--- src/sv/eight_way_writeback_data_cache_core_assert.svh ---
// ----------------------------------------------------------------------------
// Assertion macros for the write-back data cache core
// Active in simulation, empty when SYNTHESIS is defined.
// ----------------------------------------------------------------------------
`ifndef EIGHT_WAY_WRITEBACK_DATA_CACHE_CORE_ASSERT_SVH
`define EIGHT_WAY_WRITEBACK_DATA_CACHE_CORE_ASSERT_SVH
`ifndef SYNTHESIS
`define EWDC_ASSERT(lbl, clk, rst, prop, msg) \
  lbl: assert property (@(posedge clk) disable iff (rst) prop) else $error(msg);
`define EWDC_ASSERT_ALWAYS(lbl, clk, prop, msg) \
  lbl: assert property (@(posedge clk) prop) else $error(msg);
`else
`define EWDC_ASSERT(lbl, clk, rst, prop, msg)
`define EWDC_ASSERT_ALWAYS(lbl, clk, prop, msg)
`endif
`endif

--- src/sv/ewdc_pkg.sv ---
// ----------------------------------------------------------------------------
// ewdc_pkg
// Shared codes, default geometry and the queued word type.
// ----------------------------------------------------------------------------
package ewdc_pkg;

  localparam int SET_COUNT_DEF  = 256;
  localparam int WAY_COUNT_DEF  = 8;
  localparam int LINE_WORDS_DEF = 8;

  localparam int         AGE_W   = 3;
  localparam logic [2:0] AGE_MAX = 3'd7;

  localparam logic [1:0] CMD_READ   = 2'd0;
  localparam logic [1:0] CMD_WRITE  = 2'd1;
  localparam logic [1:0] CMD_REFILL = 2'd2;
  localparam logic [1:0] CMD_NONE   = 2'd3;

  localparam logic [2:0] ST_HIT    = 3'd0;
  localparam logic [2:0] ST_WB     = 3'd1;
  localparam logic [2:0] ST_FETCH  = 3'd2;
  localparam logic [2:0] ST_TAKEN  = 3'd3;
  localparam logic [2:0] ST_DONE   = 3'd4;
  localparam logic [2:0] ST_STRAY  = 3'd5;
  localparam logic [2:0] ST_BUSY   = 3'd6;

  typedef struct packed {
    logic [1:0]  command;
    logic [31:0] address;
    logic [31:0] data_word;
  } item_t;

endpackage

--- src/sv/ewdc_front.sv ---
// ----------------------------------------------------------------------------
// ewdc_front
// Input side: takes words, drops command three, two-entry queue to the back.
// ----------------------------------------------------------------------------
module ewdc_front import ewdc_pkg::*; (
  input  logic        clk,
  input  logic        rst,
  input  logic        in_valid,
  output logic        in_ready,
  input  logic [1:0]  command,
  input  logic [31:0] address,
  input  logic [31:0] data_word,
  input  logic        hold,
  output logic        q_valid,
  input  logic        q_ready,
  output item_t       q_item
);

  item_t       slot [2];
  logic        wr_ptr;
  logic        rd_ptr;
  logic [1:0]  count;
  logic        push;
  logic        pop;

  assign in_ready = (count != 2'd2) && !hold;
  // command three never enters the queue: it has no result
  assign push     = in_valid && in_ready && (command != CMD_NONE);
  assign q_valid  = (count != 2'd0);
  assign pop      = q_valid && q_ready;
  assign q_item   = slot[rd_ptr];

  always_ff @(posedge clk) begin
    if (push) begin
      slot[wr_ptr] <= '{command: command, address: address, data_word: data_word};
    end
  end

  always_ff @(posedge clk) begin
    if (rst) begin
      wr_ptr <= 1'b0;
      rd_ptr <= 1'b0;
      count  <= 2'd0;
    end else begin
      if (push) begin
        wr_ptr <= ~wr_ptr;
      end
      if (pop) begin
        rd_ptr <= ~rd_ptr;
      end
      count <= count + {1'b0, push} - {1'b0, pop};
    end
  end

endmodule

--- config.mk ---
export PLATFORM = sky130hd
export DESIGN_NAME = ewdc_front
export DESIGN_NICKNAME = d
export VERILOG_FILES = /design/src/sv/eight_way_writeback_data_cache_core_assert.svh /design/src/sv/ewdc_pkg.sv /design/src/sv/ewdc_front.sv
export SDC_FILE = /design/constraint.sdc
export NUM_CORES = 1
export LEC_CHECK = 0
export BUFFER_PORTS_ARGS = -buffer_cell sky130_fd_sc_hd__buf_2
export CORE_ASPECT_RATIO = 0.8
export CORE_UTILIZATION = 44
export CTS_CLUSTER_DIAMETER = 120
export DETAILED_ROUTE_END_ITERATION = 8
export GPL_TIMING_DRIVEN = 0
export HOLD_SLACK_MARGIN = 0.15
export PLACE_DENSITY = 0.69
export SYNTH_ARGS = -nofsm -noshare
export SYNTH_HDL_FRONTEND = slang
export SYNTH_SLANG_ARGS = --single-unit
export TNS_END_PERCENT = 100
--- constraint.sdc ---
create_clock -name clk -period 11.4 [get_ports clk]
set_input_delay 0.57 -clock clk [delete_from_list [all_inputs] [get_ports clk]]
set_output_delay 0.57 -clock clk [all_outputs]
set_load 0.03 [all_outputs]
==> flow_summary.json, run 1 <==
{
  "status": "finished clean",
  "dieWidth_um": 121,
  "numCtsBuffers": 17,
  "finalSetupViolCount": 0,
  "wl_per_cell_um": 15.7,
  "drv_cap": 0,
  "drtIter0Drc": 105,
  "fin_area_um2": 6640,
  "clkSlewWorstSetupHoldPaths_ns": 0.06,
  "crit_chain": "buf_2, buf_4, mux2_2, buf_2",
  "nets": 465,
  "grt_antenna_before_repair": 0,
  "cp_max_fo": 10,
  "num-fill-cells": 838,
  "hpwl_mm": 5.54,
  "arrival_ns": 1.81,
  "die_h_um": 97.5,
  "slew_violations": 0,
  "slowest_stage": "mux2_2",
  "min_to": "slot[0][19]$_DFFE_PP_",
  "pwr_density_cell_nw_per_um2": 248,
  "syn_nets": 306,
  "cts_setup_buffers": 0,
  "gr-usage-all-layers_pct": 15.7,
  "path_class": "flop to primary output",
  "finalHoldViolCount": 0,
  "io_buffers": 138,
  "period_minus_slack_ns": 2.38,
  "routabilityCongestion": 0.672,
  "worstMarginPinSlew_ns": 0.871,
  "worst-path-buf-inv": 3,
  "peakVddDrop_uv": 138,
  "cts_max_level": 4,
  "coreArea_um2": 11000,
  "dr.pass1.iters": 6,
  "fin_tns_setup_ns": 0,
  "grt-ovfl-total": 0,
  "regArea_um2": 4060,
  "num_rows": 34,
  "grt_first_pass_wirelength_mm": 13.5,
  "die_area_um2": 11800,
  "ant_nets": 0,
  "path_common_cell": "buf_2",
  "timing.fmax_mhz": 420,
  "cts_resized": 0,
  "layout_commonest_cell": "buf_2",
  "yosysSeqAreaShare_pct": 81.1,
  "fin_skew_ns": 0.00461,
  "multiInputGateArea_um2": 900,
  "r2r_setup_slack_ns": 9.34,
  "vias": 2602,
  "worstReg2RegEnd": "slot[0][51]$_DFFE_PP_",
  "cp-end-kind": "primary output",
  "ys_ff_latch": 137,
  "drc": 0,
  "diodes": 0,
  "cts_tree": "built",
  "area_growth_pct": 32.4,
  "place_area_um2": 5930,
  "hold_class": "input pin to flop",
  "syn_area_per_cell_um2": 21.5,
  "cp-start-kind": "flop",
  "grt_pass1_vias": 2772,
  "r2r_cells": 3,
  "period_share_pct": 20.9,
  "clkSinkCount": 137,
  "postCtsHoldBufs": 0,
  "rsz0062_at_grt": "no",
  "viasPerCell": 4.75,
  "wl_mm": 8.62,
  "io_pins": 139,
  "start_util_pct": 45.7,
  "final_cell_mix": "buf_2, edfxtp_1, mux2_2",
  "grt_start_max_net_pins": 67,
  "crit_family": "buffers and inverters",
  "power.leakage_uw": 0.00250,
  "slowest_delay_ns": 0.35,
  "crit_required_ns": 10.83,
  "synthesis.area_um2": 5010,
  "cts_buffer_depth": 2,
  "holdPathStages": 1,
  "cts.root.buffer_cell": "clkbuf_16",
  "syn_inst": 233,
  "max_slew_margin_pct": 41.9,
  "r2r-start": "count[1]$_SDFF_PP0_",
  "clock_latency_ns": 0.41,
  "yosysWarnings": 0,
  "ys_types": 21,
  "layout-drive-gt1-share_pct": 61.6,
  "hp-start": "data_word[19]"
}
## worst register-to-register path: stages (launching register included)
cell     delay, ns
dfxtp_1       0.34
nor2b_4       0.15
or4_4         0.50
inv_4         0.65
## how the worst max path moves through the flow
stage	startpoint	end	slack [ns]	depth (start not counted)
floorplan	in_valid	slot[1][0]$_DFFE_PP_	6.93	3
finish	flop	q_item[47]	9.02	4
detailed placement	command[0]	slot[0][35]$_DFFE_PP_	8.95	4
global placement	command[0]	slot[1][48]$_DFFE_PP_	5.19	4
CTS	flop	q_item[39]	8.97	4
global route	flop	q_item[40]	8.88	4
## power breakdown
group | internal [µW] | total [µW] | switching [µW]
sequential | 590 | 601 | 11.3
combinational | 149 | 397 | 248
clock | 454 | 649 | 196
## area by class of cell
cell class / instances / share of cell area [%]
buffer: 7 / 0.679
clock buffer: 19 / 6.52
clock inverter: 12 / 4.07
inverter: 3 / 0.207
multi-input combinational: 86 / 13.6
sequential: 137 / 61.2
tap: 144 / 2.71
timing repair buffer: 140 / 11.0
## registers in the layout, indices dropped and copies added, names as in the netlist, named ones only
| signal | cells |
|---|---|
| slot | 132 |
| wr_ptr | 1 |
| rd_ptr | 1 |
| count | 2 |
## metal layers
metal  vias up  part of all wire, %  global-route usage [%]  wire length (µm)
met1      1261                   42                    17.8              3600
met2        86                   49                    25.3              4250
li1       1241                    -                       -                 -
met3        14                  7.3                    6.75               629
met5         -                    0                       0                 0
met4         0                  1.5                    7.69               133
## synthesized netlist by cell type
| master | n | area [µm²] |
|---|---|---|
| edfxtp_1 | 132 | 3960 |
| mux2_2 | 66 | 743 |
| dfxtp_1 | 5 | 100 |
| nor2_1 | 5 | 18.8 |
| buf_4 | 4 | 30.0 |
| buf_2 | 3 | 15.0 |
| inv_1 | 3 | 11.3 |
| ha_1 | 2 | 25.0 |
| a21bo_2 | 1 | 10.0 |
| a21oi_1 | 1 | 5.00 |
| and2_2 | 1 | 7.51 |
| nor2b_1 | 1 | 6.26 |
| nor2b_4 | 1 | 13.8 |
| nor3_1 | 1 | 5.00 |
| o21a_1 | 1 | 7.51 |
| o31ai_1 | 1 | 7.51 |
| or2_2 | 1 | 6.26 |
| or3_2 | 1 | 7.51 |
| or4_4 | 1 | 11.3 |
| xnor2_1 | 1 | 8.76 |
| xor2_1 | 1 | 8.76 |
## logic make-up after synthesis
logic type | share of synthesized area (%)
DFF | 81.1
muxes | 14.8
and+or+nand+nor | 1.52
buffers and inverters | 1.12
AOI/OAI and AO/OA | 0.599
xor gates and xnor gates | 0.350
adders and majority gates | 0.499
## metrics by stage
stage	std cells	hold WS, ns	setup WS (ns)	power (µW)	util, %
2_1_floorplan	233	0.455	6.93	905	-
3_3_place_gp	515	0.472	5.19	1010	53.6
3_5_place_dp	517	0.483	8.95	1010	54.1
4_1_cts	548	0.330	8.97	1670	60.5
5_1_grt	548	0.323	8.88	1710	60.5
6_report	548	0.348	9.02	1650	60.5
No activity file was read; power rests on OpenSTA's default activity.
==> inputs of run 2 (changes only) <==
--- a/config.mk
+++ b/config.mk
@@ -5,6 +5,7 @@
 export SDC_FILE = /design/constraint.sdc
 export NUM_CORES = 1
 export LEC_CHECK = 0
+export ABC_AREA = 1
 export BUFFER_PORTS_ARGS = -buffer_cell sky130_fd_sc_hd__buf_2
 export CORE_ASPECT_RATIO = 0.8
 export CORE_UTILIZATION = 44
==> constraint.sdc (replaced) <==
create_clock -name clk -period 2.26 [get_ports clk]
set_input_delay 0.113 -clock clk [delete_from_list [all_inputs] [get_ports clk]]
set_output_delay 0.113 -clock clk [all_outputs]
set_load 0.03 [all_outputs]
==> run 2 against run 1 <==
Effect of this change:
- global-route usage increased by 1.1 points
- hold slack worse by 0.17 ns
- non-clock buffer count increased by 70
- combinational power rose to 5.2 times the previous value
- core utilization is 4.2 points higher
- first-iteration DRC count increased by 50%
- register-to-register slack worse by 9.0 ns
- area after synthesis grew 3.1%
- routed wire length rose by 13%
- clock-buffer cell count down 2
- worst setup slack worse by 8.8 ns
- critical endpoint is now slot[1][38]$_DFFE_PP_
- largest cell class unchanged
==> flow_summary.json, run 2 <==
{
  "routabilityCongestion": 0.649,
  "die_area_um2": 12200,
  "synth_top_area_share_pct": 76.7,
  "ant_nets": 0,
  "synth_most_common_cell": "edfxtp_1",
  "cts_tree": "built",
  "syn_inst": 240,
  "r2r_setup_slack_ns": 0.32,
  "yosys.area.top_type": "edfxtp_1",
  "place_area_um2": 6130,
  "syn_area_per_cell_um2": 21.5,
  "async_flop_share_pct": 0,
  "grt-ovfl-total": 0,
  "holdPathStages": 5,
  "drv_cap": 0,
  "clock_latency_ns": 0.41,
  "final_cell_mix": "buf_2, edfxtp_1, dlygate4sd3_1",
  "vias": 2911,
  "synthFlopType": "edfxtp_1",
  "dieWidth_um": 123,
  "fin_area_um2": 7420,
  "synthesis.area_um2": 5170,
  "start_util_pct": 45.0,
  "die_h_um": 98.9,
  "max_slew_margin_pct": 54.7,
  "finalHoldViolCount": 0,
  "coreArea_um2": 11500,
  "rsz0062_at_grt": "no",
  "arrival_ns": 2.11,
  "gr-usage-all-layers_pct": 16.8,
  "worstReg2RegEnd": "slot[1][38]$_DFFE_PP_",
  "grt_antenna_before_repair": 0,
  "slowest_stage": "dlygate4sd3_1",
  "cts_max_level": 4,
  "status": "finished clean",
  "synth_area_leaders": "edfxtp_1, mux2_4, mux2_2",
  "drtIter0Drc": 158,
  "grt_first_pass_wirelength_mm": 15.0,
  "synth_edf_count": 132,
  "period_share_pct": 89.2,
  "reg_top3": "slot: 132 flops, count: 2 flops",
  "r2r_cells": 5,
  "fin_util_pct": 64.7,
  "num_rows": 35,
  "regMostFlops": "slot",
  "nets": 542,
  "wl_per_cell_um": 15.4,
  "slew_violations": 0,
  "pwr_density_cell_nw_per_um2": 1060,
  "clkSinkCount": 137,
  "layout-drive-gt1-share_pct": 51.5,
  "drc": 0,
  "viasPerCell": 4.62,
  "ys_ff_latch": 137,
  "cts_buffer_depth": 2,
  "largest_register_ffs": 132,
  "peakVddDrop_uv": 682,
  "cp-start-kind": "input pin",
  "clkSlewWorstSetupHoldPaths_ns": 0.05,
  "layout_commonest_cell": "buf_2",
  "synthTopCellsByCount": "edfxtp_1, mux2_4, mux2_2",
  "io_buffers": 138,
  "path_class": "input pin to flop",
  "power.leakage_uw": 0.00290,
  "crit_required_ns": 2.35,
  "timing.fmax_mhz": 496,
  "area_growth_pct": 43.6,
  "grt_start_max_net_pins": 39,
  "diodes": 0,
  "syn_nets": 313,
  "finalSetupViolCount": 0,
  "io_pins": 139,
  "hpwl_mm": 5.73,
  "grt_pass1_vias": 3219,
  "period_minus_slack_ns": 2.02,
  "worstMarginPinSlew_ns": 0.679,
  "numCtsBuffers": 17,
  "hold_class": "input pin to flop",
  "yosysSeqAreaShare_pct": 78.6,
  "endpoint": "slot[1][38]$_DFFE_PP_",
  "cp_max_fo": 38,
  "slowest_delay_ns": 0.53,
  "total_power_uw": 7870,
  "cp-end-kind": "flop",
  "startpoint": "command[0]",
  "ys_types": 14,
  "dr.pass1.iters": 4,
  "fin_skew_ns": 0.0114,
  "cts.root.buffer_cell": "clkbuf_16",
  "yosysWarnings": 0,
  "r2r-start": "count[0]$_SDFF_PP0_",
  "crit_chain": "dlygate4sd3_1, buf_2, a21oi_1, nand3_1, clkinvlp_4, buf_12",
  "wl_mm": 9.70
}
run 2: metal layers:
layer | vias to the layer above | part of all wire (%) | GRT usage [%]
met4 | 0 | 1.4 | 6.39
li1 | 1390 | - | -
met3 | 12 | 6.8 | 6.89
met2 | 101 | 51 | 29.7
met5 | - | 0 | 0
met1 | 1408 | 41 | 17.7
run 2: area by class of cell:
type	instances	area, µm²
Sequential cell	137	4060
Fill cell	827	4060
Timing Repair Buffer	210	1440
Multi-Input combinational cell	89	1030
Clock buffer	17	425
Tap cell	148	185
Clock inverter	15	174
Buffer	7	66.3
Inverter	7	30.0
run 2: how the worst min path moves through the flow:
stage,start,slack (ns),endpoint
final,in_valid,0.18,wr_ptr$_SDFFE_PP0N_
after global placement,rst,0.29,count[0]$_SDFF_PP0_
after floorplan,rst,0.18,count[0]$_SDFF_PP0_
after detailed placement,rst,0.29,count[0]$_SDFF_PP0_
after CTS,in_valid,0.15,wr_ptr$_SDFFE_PP0N_
after global routing,in_valid,0.22,wr_ptr$_SDFFE_PP0N_
run 2: per-stage QoR:
step / worst slack, ns / std cells / TNS (ns) / hold WS (ns)
6_report: 0.243 / 630 / 0 / 0.179
5_1_grt: 0.0642 / 630 / 0 / 0.224
4_1_cts: 0.219 / 630 / 0 / 0.151
3_5_place_dp: 0.268 / 529 / 0 / 0.289
3_3_place_gp: -0.399 / 526 / -46.86 / 0.285
2_1_floorplan: 0.00385 / 240 / 0 / 0.184
run 2: critical path: cells and delay by family:
kind                   cells  cell delay, ns
AOI/OAI and AO/OA          1            0.29
buffers and inverters      4            1.50
and+or+nand+nor            1            0.19
run 2: cell families (layout without fill, tap and decap cells):
group / after synthesis / after routing / share of synthesized area (%)
DFF: 137 / 137 / 78.6
muxes: 66 / 66 / 17.3
and+or+nand+nor: 16 / 16 / 1.19
buffers and inverters: 14 / 256 / 1.79
AOI/OAI and AO/OA: 4 / 4 / 0.436
adders and majority gates: 2 / 2 / 0.484
xor gates and xnor gates: 1 / 1 / 0.170
run 2: what timing repair did:
item | in CTS | in global routing
hold buffers | 69 | 0
setup buffers | 0 | 0
endpoints found under the hold margin | 137 | 0
gates resized for setup | 0 | 0
run 2: power by group:
group	internal, µW	switching (µW)
sequential	2970	56.7
clock	1730	1040
combinational	869	1200
